**src/sv/firq_pkg.sv**
```systemverilog
// ----------------------------------------------------------------------------
// firq_pkg: shared types and constants of the Q15 FIR filter
// Widths of samples, coefficients, products and the accumulator, register
// index codes and the control bundle handed between pipeline stages.
// ----------------------------------------------------------------------------
`default_nettype none

package firq_pkg;

	// Tap chain geometry
	localparam int MAX_TAPS      = 16;
	localparam int TAP_W         = 5;
	localparam int FILL_W        = 4;
	localparam int COEF_IDX_W    = 4;

	// Datapath widths
	localparam int SAMPLE_W      = 16;
	localparam int COEF_W        = 16;
	localparam int PROD_W        = SAMPLE_W + COEF_W;
	localparam int ACC_W         = PROD_W + $clog2(MAX_TAPS);
	localparam int Q_SHIFT       = 15;
	localparam int QUOT_W        = ACC_W - Q_SHIFT;

	// Configuration port
	localparam int CFG_DATA_W    = 64;
	localparam int CFG_ADDR_W    = 6;
	localparam int REG_IDX_W     = 3;
	localparam int COEF_WORDS    = 4;
	localparam int COEF_PER_WORD = 4;

	localparam logic [TAP_W-1:0]  TAP_RESET = TAP_W'(1);
	localparam logic [FILL_W-1:0] FILL_MAX  = FILL_W'(MAX_TAPS - 1);

	typedef logic signed [SAMPLE_W-1:0] sample_t;
	typedef logic signed [COEF_W-1:0]   coef_t;
	typedef logic signed [PROD_W-1:0]   prod_t;
	typedef logic signed [ACC_W-1:0]    acc_t;
	typedef logic signed [QUOT_W-1:0]   quot_t;

	localparam sample_t SAT_MAX = sample_t'(16'sh7fff);
	localparam sample_t SAT_MIN = sample_t'(16'sh8000);

	// Register map, one 64-bit register every 8 bytes
	typedef enum logic [REG_IDX_W-1:0] {
		REG_NTAPS  = 3'd0,
		REG_COEF_0 = 3'd1,
		REG_COEF_1 = 3'd2,
		REG_COEF_2 = 3'd3,
		REG_COEF_3 = 3'd4
	} reg_idx_t;

	// Pipeline control handed to the adder tree
	typedef struct packed {
		logic en;
		logic vld;
	} stage_ctl_t;

endpackage

`default_nettype wire

```
**src/sv/firq_tap_cell.sv**
```systemverilog
// ----------------------------------------------------------------------------
// firq_tap_cell: one cell of the tap chain
// Holds one sample of the delay line, passes it to the next cell on each
// transfer and registers the product of the incoming sample and its tap.
// ----------------------------------------------------------------------------
`default_nettype none

module firq_tap_cell (
	input  logic              clk,
	input  logic              arst_n,
	input  logic              shift_en,
	input  firq_pkg::sample_t x_in,
	input  firq_pkg::coef_t   coef,
	output firq_pkg::sample_t x_q,
	output firq_pkg::prod_t   prod_s1
);

	import firq_pkg::*;

	// Advance the delay line by one sample
	always_ff @(posedge clk or negedge arst_n) begin
		if (!arst_n) begin
			x_q <= '0;
		end else if (shift_en) begin
			x_q <= x_in;
		end
	end

	// Multiply the sample seen at this tap
	always_ff @(posedge clk) begin
		if (shift_en) begin
			prod_s1 <= prod_t'(x_in) * prod_t'(coef);
		end
	end

endmodule

`default_nettype wire

```
**config.mk**
```make
export PLATFORM = sky130hd
export DESIGN_NAME = firq_tap_cell
export DESIGN_NICKNAME = d
export VERILOG_FILES = /design/src/sv/firq_pkg.sv /design/src/sv/firq_tap_cell.sv
export SDC_FILE = /design/constraint.sdc
export NUM_CORES = 1
export LEC_CHECK = 0
export BUFFER_PORTS_ARGS = -buffer_cell sky130_fd_sc_hd__buf_2
export CAP_MARGIN = 5
export CORE_MARGIN = 2
export CORE_UTILIZATION = 50
export CTS_CLUSTER_DIAMETER = 30
export CTS_CLUSTER_SIZE = 24
export DETAILED_ROUTE_END_ITERATION = 12
export PLACE_DENSITY = 0.68
export SYNTH_ARGS = -nofsm -noshare
export SYNTH_HDL_FRONTEND = slang
export SYNTH_SLANG_ARGS = --single-unit
```
**constraint.sdc**
```tcl
create_clock -name clk -period 2 [get_ports clk]
set_input_delay 0.1 -clock clk [delete_from_list [all_inputs] [get_ports clk]]
set_output_delay 0.1 -clock clk [all_outputs]
set_load 0.01 [all_outputs]
```
==> flow_summary.ini <==
[clock_tree]
clock_transition_at_path_regs_ns = 0.07
htree_levels = 2
cts_buffers = 5
clockBufferDepth = 2
cts-root-buf = sky130_fd_sc_hd__clkbuf_16
cts.sink_count = 48
skew_pair_late_insertion_delay_ns = 0.29
cts_tree = built

[floorplan]
die_y_um = 155
initial_core_util_pct = 50.5
die_area_um2 = 23900
die-width_um = 155
rows = 55
core_area_um2 = 22500
io-pin-count = 83

[cells_and_area]
layout.cells.most_common = sky130_fd_sc_hd__inv_1
area_growth_syn_to_layout_pct = 30.9
post_route_cell_area_um2 = 14900
drive_gt1_share_pct = 32.2
most_frequent_cells_in_the_layout = sky130_fd_sc_hd__inv_1 (264), sky130_fd_sc_hd__fa_1 (248), sky130_fd_sc_hd__buf_4 (163)
antenna-diode-count = 0
fin_nets = 1773

[sta]
fin_skew_ns = 0
timing.final.hold_violations = 0
post-route-period-util_pct = 278
setup_slack_ns = -3.55
maxSlewHeadroom_pct = 65.7
fmax_mhz = 180
max_slew.worst_pin.slew_ns = 0.511
layout_min_cycle_time_ns = 5.55
final_setup_violating_endpoints = 28
slew_violations = 0
rsz0062_at_grt = true

[setup_path]
worst-r2r-cell-count = 1
cp.required_ns = 2.03
setup.reg_to_reg.worst_slack_ns = 1.11
slowest_delay_ns = 0.55
path_class = primary input to flop
critical_path.cell_chain = buf_12 -> buf_12 -> buf_4 -> and2_4 -> fa_1 -> fa_1 -> fa_2 -> fa_1 -> fa_1 -> inv_1 -> fa_1 -> inv_2 -> ha_4 -> a21o_1 -> a21oi_2 -> nand3b_1 -> a211o_1 -> and3_4 -> a221o_1 -> buf_6 -> nand4b_1 -> o311ai_2
timing.rr.end = x_q[7]
critical_path_capture_point_type = flop
crit_path_top_delay_cell = sky130_fd_sc_hd__fa_2
r2r-start = x_q[7]
crit_path_start_kind = primary input
critical_path_arrival_ns = 5.58
cp_max_fo = 5
crit_path_frequent_cell = sky130_fd_sc_hd__fa_1

[worst_hold_path]
timing.hold.worst_endpoint = x_q[5]
min_path_type = primary input to flop
min-delay-start = x_in[5]
min_delay_path_depth = 3

[placement]
dp_worst_setup_slack_ns = -4.04
globalplace.congestion = 0.906
dpl_cell_area_um2 = 13700
buffer_ports.inserted = 82
place_hpwl_um = 24100

[flow_run]
total_of_max_cap_violations = 0

[detailed_routing]
detailed_routed_wire_length_on_met2_um = 15900
routed_via_density = 5.16
detail_route.iter0.violations = 291
route.antenna.remaining_nets = 0
totalWireLength_um = 29000
dr_total_vias = 8666
wl_per_cell_um = 17.3
drt-pass1-iter-count = 5
post-route-drc-count = 0
met1_length_um = 10300
wl_met3_um = 1080
topRoutingLayerUsed = met4

[synthesis]
synth-edff-count = 32
netlist-cell-type-count = 49
async_reset_ff_share_pct = 33.3
synthesized_area_per_cell_um2 = 9.94
yosysTopAreaCellShare_pct = 46.2
syn_nets = 1522
synthesis.area_um2 = 11400
synth_top_area_cell = sky130_fd_sc_hd__fa_1
syn_inst = 1143
synth_top_flop_cell = sky130_fd_sc_hd__edfxtp_1
yosysWarnings = 0
ys_ff_latch = 48
yosys-top-cells-area = sky130_fd_sc_hd__fa_1 (46%), sky130_fd_sc_hd__inv_1 (9.5%), sky130_fd_sc_hd__ha_1 (9.0%)
seq_area_frac_synth_pct = 12.0

[status]
violations = setup timing
status = finished with violations

[global_routing]
first_global_vias = 9942
grt_start_max_net_pins = 49
grt_pass1_wl_um = 47400
grt_use_total_pct = 25.7
grt_overflow_total = 0
grt_antenna_before_repair = 0
==> kinds of logic after synthesis <==
group	synth area share [%]
AND/OR/NAND/NOR	13.6
buffers and inverters	10.6
flip-flops	12.0
XOR/XNOR	2.62
AO/OA/AOI/OAI	4.34
adder cells (fa/ha/maj)	55.2
multiplexers	1.59
==> per-layer routing <==
metal | up-vias | GRT usage [%]
met3 | 95 | 3.08
met2 | 226 | 49.2
met4 | 0 | 13.1
li1 | 3890 | -
met5 | - | 0
met1 | 4455 | 27.7
==> timing repair <==
item | 4_1_cts | 5_1_grt
hold buffers | 1 | 0
endpoints found under the hold margin | 16 | 0
pin swaps | 70 | 41
resized for setup | 127 | 61
cloned | 1 | 1
setup endpoints to repair | 28 | 28
setup buffers | 18 | 11
==> layout make-up <==
| type | instances | area, µm² |
|---|---|---|
| Multi-Input combinational cell | 773 | 9570 |
| Inverter | 288 | 1080 |
| Fill cell | 1745 | 7630 |
| Sequential cell | 48 | 1360 |
| Tap cell | 285 | 357 |
| Clock inverter | 2 | 60.1 |
| Clock buffer | 6 | 129 |
| Timing Repair Buffer | 278 | 2300 |
==> critical path: cells and delay by family <==
family / cells / cell delay, ns
buf+inv: 6 / 0.62
compound gates: 5 / 1.20
fa+ha+maj: 7 / 3.14
simple gates: 4 / 0.50
==> worst max path at each step <==
stage	slack [ns]	startpoint	depth (start not counted)	end
finish	-3.55	coef[6]	22	prod_s1[29]
global placement	-3.93	x_in[8]	20	prod_s1[29]
CTS	-3.51	coef[6]	20	prod_s1[29]
detailed placement	-4.04	x_in[8]	20	prod_s1[31]
floorplan	-3.52	x_in[7]	21	prod_s1[31]
global route	-3.66	coef[6]	23	prod_s1[29]
==> metrics by stage <==
step	TNS [ns]	util [%]	hold WS [ns]	instances
after floorplan	-69.93	-	-0.196	1143
after global placement	-85.97	60.9	0.0555	1642
after detailed placement	-87.15	60.9	0.0517	1642
after CTS	-74.17	64.5	0.214	1670
after global routing	-78.60	66.1	0.211	1680
final	-74.86	66.1	0.212	1680
==> synthesized netlist by cell type, drive strengths merged, types with 2 or more instances <==
master and instances:
o311ai 2, inv 288, nor3 3, a31oi 4, a21o 11, o21bai 3, nand2 127, xnor2 28
edfxtp 32, nand4 2, a211oi 2, xor2 6, and2 124, o31ai 2, a221o 2, o21a 3
fa 262, a21oi 23, nor2 25, o41ai 2, mux2 16, buf 3, o211ai 2, ha 82
nand2b 8, o21ai 10, nor2b 2, dfrtp 16, and3 6, clkbuf 31
==> flip-flops by register name, summed over array words and instances (netlist names) <==
| name | count |
|---|---|
| prod_s1 | 32 |
| x_q | 16 |
Power is not shown: default switching activity piles up to over one toggle a cycle in this logic, so the estimate is an artifact.
