**src/sv/firq_pkg.sv**
```systemverilog
// ----------------------------------------------------------------------------
// firq_pkg: shared types and constants of the Q15 FIR filter
// Widths of samples, coefficients, products and the accumulator, register
// index codes and the control bundle handed between pipeline stages.
// ----------------------------------------------------------------------------
`default_nettype none

package firq_pkg;

	// Tap chain geometry
	localparam int MAX_TAPS      = 16;
	localparam int TAP_W         = 5;
	localparam int FILL_W        = 4;
	localparam int COEF_IDX_W    = 4;

	// Datapath widths
	localparam int SAMPLE_W      = 16;
	localparam int COEF_W        = 16;
	localparam int PROD_W        = SAMPLE_W + COEF_W;
	localparam int ACC_W         = PROD_W + $clog2(MAX_TAPS);
	localparam int Q_SHIFT       = 15;
	localparam int QUOT_W        = ACC_W - Q_SHIFT;

	// Configuration port
	localparam int CFG_DATA_W    = 64;
	localparam int CFG_ADDR_W    = 6;
	localparam int REG_IDX_W     = 3;
	localparam int COEF_WORDS    = 4;
	localparam int COEF_PER_WORD = 4;

	localparam logic [TAP_W-1:0]  TAP_RESET = TAP_W'(1);
	localparam logic [FILL_W-1:0] FILL_MAX  = FILL_W'(MAX_TAPS - 1);

	typedef logic signed [SAMPLE_W-1:0] sample_t;
	typedef logic signed [COEF_W-1:0]   coef_t;
	typedef logic signed [PROD_W-1:0]   prod_t;
	typedef logic signed [ACC_W-1:0]    acc_t;
	typedef logic signed [QUOT_W-1:0]   quot_t;

	localparam sample_t SAT_MAX = sample_t'(16'sh7fff);
	localparam sample_t SAT_MIN = sample_t'(16'sh8000);

	// Register map, one 64-bit register every 8 bytes
	typedef enum logic [REG_IDX_W-1:0] {
		REG_NTAPS  = 3'd0,
		REG_COEF_0 = 3'd1,
		REG_COEF_1 = 3'd2,
		REG_COEF_2 = 3'd3,
		REG_COEF_3 = 3'd4
	} reg_idx_t;

	// Pipeline control handed to the adder tree
	typedef struct packed {
		logic en;
		logic vld;
	} stage_ctl_t;

endpackage

`default_nettype wire

```
**src/sv/firq_sum_tree.sv**
```systemverilog
// ----------------------------------------------------------------------------
// firq_sum_tree: registered adder tree over the tap products
// Four levels of pairwise adds, one register level each, at full
// accumulator width so the sum stays exact.
// ----------------------------------------------------------------------------
`default_nettype none

module firq_sum_tree (
	input  logic                 clk,
	input  logic                 arst_n,
	input  firq_pkg::stage_ctl_t ctl_s1,
	input  firq_pkg::prod_t      prod_s1 [firq_pkg::MAX_TAPS],
	output firq_pkg::acc_t       sum_s5,
	output logic                 vld_s5
);

	import firq_pkg::*;

	acc_t lvl_s2 [MAX_TAPS/2];
	acc_t lvl_s3 [MAX_TAPS/4];
	acc_t lvl_s4 [MAX_TAPS/8];
	logic vld_s2;
	logic vld_s3;
	logic vld_s4;

	// Move valid bits along with the data
	always_ff @(posedge clk or negedge arst_n) begin
		if (!arst_n) begin
			vld_s2 <= 1'b0;
			vld_s3 <= 1'b0;
			vld_s4 <= 1'b0;
			vld_s5 <= 1'b0;
		end else if (ctl_s1.en) begin
			vld_s2 <= ctl_s1.vld;
			vld_s3 <= vld_s2;
			vld_s4 <= vld_s3;
			vld_s5 <= vld_s4;
		end
	end

	// Reduce pairs level by level
	always_ff @(posedge clk) begin
		if (ctl_s1.en) begin
			for (int i = 0; i < MAX_TAPS/2; i++) begin
				lvl_s2[i] <= acc_t'(prod_s1[2*i]) + acc_t'(prod_s1[2*i+1]);
			end
			for (int i = 0; i < MAX_TAPS/4; i++) begin
				lvl_s3[i] <= lvl_s2[2*i] + lvl_s2[2*i+1];
			end
			for (int i = 0; i < MAX_TAPS/8; i++) begin
				lvl_s4[i] <= lvl_s3[2*i] + lvl_s3[2*i+1];
			end
			sum_s5 <= lvl_s4[0] + lvl_s4[1];
		end
	end

endmodule

`default_nettype wire

```
**config.mk**
```make
export PLATFORM = sky130hd
export DESIGN_NAME = firq_sum_tree
export DESIGN_NICKNAME = d
export VERILOG_FILES = /design/src/sv/firq_pkg.sv /design/src/sv/firq_sum_tree.sv
export SDC_FILE = /design/constraint.sdc
export NUM_CORES = 1
export LEC_CHECK = 0
export ABC_AREA = 0
export BUFFER_PORTS_ARGS = -buffer_cell sky130_fd_sc_hd__buf_2
export CORE_ASPECT_RATIO = 1.1
export CORE_UTILIZATION = 40
export DETAILED_ROUTE_END_ITERATION = 8
export PLACE_DENSITY = 0.62
export SYNTH_ARGS = -nofsm -noshare
export SYNTH_HDL_FRONTEND = slang
export SYNTH_SLANG_ARGS = --single-unit
```
**constraint.sdc**
```tcl
create_clock -name clk -period 3.6 [get_ports clk]
set_input_delay 0.72 -clock clk [delete_from_list [all_inputs] [get_ports clk]]
set_output_delay 0.72 -clock clk [all_outputs]
set_load 0.02 [all_outputs]
```
==> impl_metrics.py <==
metrics = {
    "outcome": {
        "status": "complete, no violations",
    },
    "global_routing": {
        "grt_max_degree": 80,
        "overflow": 0,
        "grt_first_pass_wirelength_um": 169000,
        "grt_pass1_vias": 31200,
        "grt_util_all_layers": 0.208,
        "antenna_found_initial": 4,
    },
    "finish": {
        "drive_gt1_frac": 0.177,
        "fin_nets": 5648,
        "area_growth_pct": 17.8,
    },
    "clocking": {
        "htreeDepth": 2,
        "cts-root-buf": "clkbuf_16",
        "cts_buffer_depth": 3,
        "cts_tree": "done",
        "clkTransAtPathRegs_ps": 60,
        "clock-sinks": 520,
        "clk_latency_ps": 630,
        "cts_buffers": 60,
    },
    "drt": {
        "dr.pass1.iters": 7,
        "dr_total_vias": 32500,
        "met3_length_um": 4410,
        "top_layer": "met4",
        "antenna_left": 0,
        "via_per_inst": 5.45,
        "route.detailed.drc": 0,
        "wirelength_um": 109000,
        "initialDrtViolationCount": 2076,
        "wl_met2_um": 52000,
        "wl_met1_um": 49900,
        "routedWlPerCell_um": 18.3,
    },
    "power_and_ir_drop": {
        "power.total_mw": 33.4,
        "ir_drop_mv": 0.395,
        "power_density_mw_per_mm2": 706,
        "p_leak_nw": 20.6,
    },
    "logic_synthesis": {
        "synth_seq_cells": 520,
        "muxShareOfSynthArea": 0.00190,
        "yosys.area.top_type": "edfxtp_1",
        "synth_simple_gate_area_frac": 0.117,
        "synth_top_cell_area_share": 0.386,
        "synth_edf_count": 516,
        "synthFlopType": "edfxtp_1",
        "synth_seq_area_share": 0.389,
        "syn_nets": 4992,
        "ys_warn_count": 0,
        "syn_inst": 3968,
        "synth.area.top_cells": "edfxtp_1 39%, ha_1 15%, xnor2_1 5.9%",
        "ys_types": 86,
        "syn-cell-area_sq_mm": 0.0401,
        "synthAdderAreaFrac": 0.161,
        "yosys.area_share.xor_xnor": 0.0930,
        "synth.avg_cell_area_sq_um": 10.1,
        "async_reset_ff_frac": 0.00769,
        "synth_top_family_by_area": "compound AO/OA/AOI/OAI gates",
        "synth_compound_area_frac": 0.221,
    },
    "floorplan": {
        "core_area_sq_mm": 0.0992,
        "ioPinCount": 553,
        "num_rows": 121,
        "die-area_sq_mm": 0.102,
        "die_y_um": 334,
        "start_util": 0.404,
        "die_w_um": 304,
    },
    "sta": {
        "setup_ws_ps": 222,
        "finalCritPeriodShare": 0.938,
        "maxSlewHeadroom": 0.491,
        "fin_crit_ps": 3380,
        "rsz0062_at_grt": "false",
        "drv_slew": 0,
        "clock.fmax_ghz": 0.296,
        "finalClockSkew_ps": 20.9,
        "setup_viol": 0,
        "tightest_slew_ps": 754,
        "final-hold-violation-count": 0,
    },
    "place": {
        "pre_cts_ws_ps": -245,
        "hpwl_um": 89600,
        "gp_congestion": 0.918,
        "numPortBuffers": 552,
    },
    "critical_path": {
        "crit_required_ps": 3970,
        "cp-end-kind": "flip-flop",
        "crit_fanout": 3,
        "cp-start-kind": "flip-flop",
        "cp.arrival_ps": 3750,
        "path_class": "reg -> reg",
    },
    "run": {
        "cap_violations": 0,
    },
    "worst_hold_path": {
        "hp-class": "in -> reg",
    },
}
-- registers in the layout, summed over array words and instances (netlist names) --
register,count
sum_s5,36
lvl_s2,264
lvl_s3,144
vld_s5,1
vld_s3,1
vld_s2,1
lvl_s4,72
vld_s4,1
-- timing repair --
action / 4_1_cts / 5_1_grt
endpoints found under the hold margin: 4 / 0
setup endpoints to repair: 0 / 9
resized for setup: 0 / 12
hold buffers: 1 / 0
buffers inserted: 0 / 0
-- stage by stage --
stage / instances / setup TNS (ps) / util / area [sq um] / hold WS [ps]
final: 5968 / 0 / 0.477 / 47300 / 335
after global routing: 5968 / 0 / 0.477 / 47300 / 316
after CTS: 5965 / 0 / 0.476 / 47200 / 286
after detailed placement: 5852 / -3440 / 0.455 / 45200 / 492
after global placement: 5852 / -2490 / 0.455 / 45200 / 483
after floorplan: 3968 / 0 / - / 40100 / 424
-- routing by layer --
layer  GRT usage  up-vias
li1            -    16400
met1       0.279    15200
met2       0.353      764
met3      0.0196      144
met4      0.0605        0
met5           0        -
-- layout make-up --
class | count | area (sq um)
Clock buffer | 66 | 1550
Timing Repair Buffer | 668 | 3730
Multi-Input combinational cell | 3266 | 23900
Tap cell | 1291 | 1620
Antenna cell | 3 | 7.51
Inverter | 108 | 405
Sequential cell | 520 | 15600
Clock inverter | 46 | 470
Fill cell | 9292 | 51900
-- cell usage in the layout, fill, tap and decap left out, drive strengths merged, types with 52 or more instances in the layout --
cell type,count
buf,667
edfxtp,516
ha,493
a21oi,461
xnor2,270
a21o,259
nand2,245
nor2,235
o21ai,230
xor2,156
nand3,112
inv,111
clkbuf,66
nor2b,60
nand2b,58
o21bai,58
nor3,52
-- cell usage after synthesis, types with 31 or more instances --
cell type	number
ha_1	493
and3_1	36
nand2b_1	58
nor3_1	51
o21ai_0	222
nor2b_1	60
nand4_1	39
o21a_1	47
nand3_1	112
xor2_1	156
and2_1	31
nand2_1	245
o21bai_1	58
clkbuf_1	72
a21o_1	259
edfxtp_1	516
nor2_1	235
inv_1	108
a21oi_1	460
xnor2_1	270
a31oi_1	45
-- logic make-up (layout without fill, tap and decap cells) --
kind of cell	count (synthesis)	after routing
XOR/XNOR	426	426
AND/OR/NAND/NOR	956	956
other	0	3
adder cells (fa/ha/maj)	508	508
multiplexers	7	7
flip-flops	520	520
buffers and inverters	182	888
AO/OA/AOI/OAI	1369	1369
-- power by group --
part / switching [mW] / internal (mW)
Combinational: 9.70 / 6.93
Sequential: 0.897 / 9.58
Clock: 2.56 / 3.73
Total: 13.1 / 20.2
-- final timing paths --
path | start | endpoint | slack, ps | cells after the start
min | ctl_s1[0] | vld_s2 | 330 | 2
max in group asynchronous | arst_n | vld_s5 | 3030 | 2
max reg2reg | lvl_s3[2][0] | lvl_s4[0][68] | 220 | 11
max | lvl_s3[2][0] | lvl_s4[0][68] | 220 | 11
min in group asynchronous | arst_n | vld_s4 | 450 | 2
min reg2reg | vld_s4 | vld_s5 | 500 | 1
-- critical path, stage by stage, from the launching register on --
cell and delay (ps):
edfxtp_1 380, ha_1 250, fa_1 410, a21oi_1 230, o21ai_0 170, a211oi_1 470
nor4_1 130, o21ai_0 280, o21ai_0 210, a31oi_1 300, o21ai_0 150, xor2_1 160
Power figures use the tool's default switching activity.
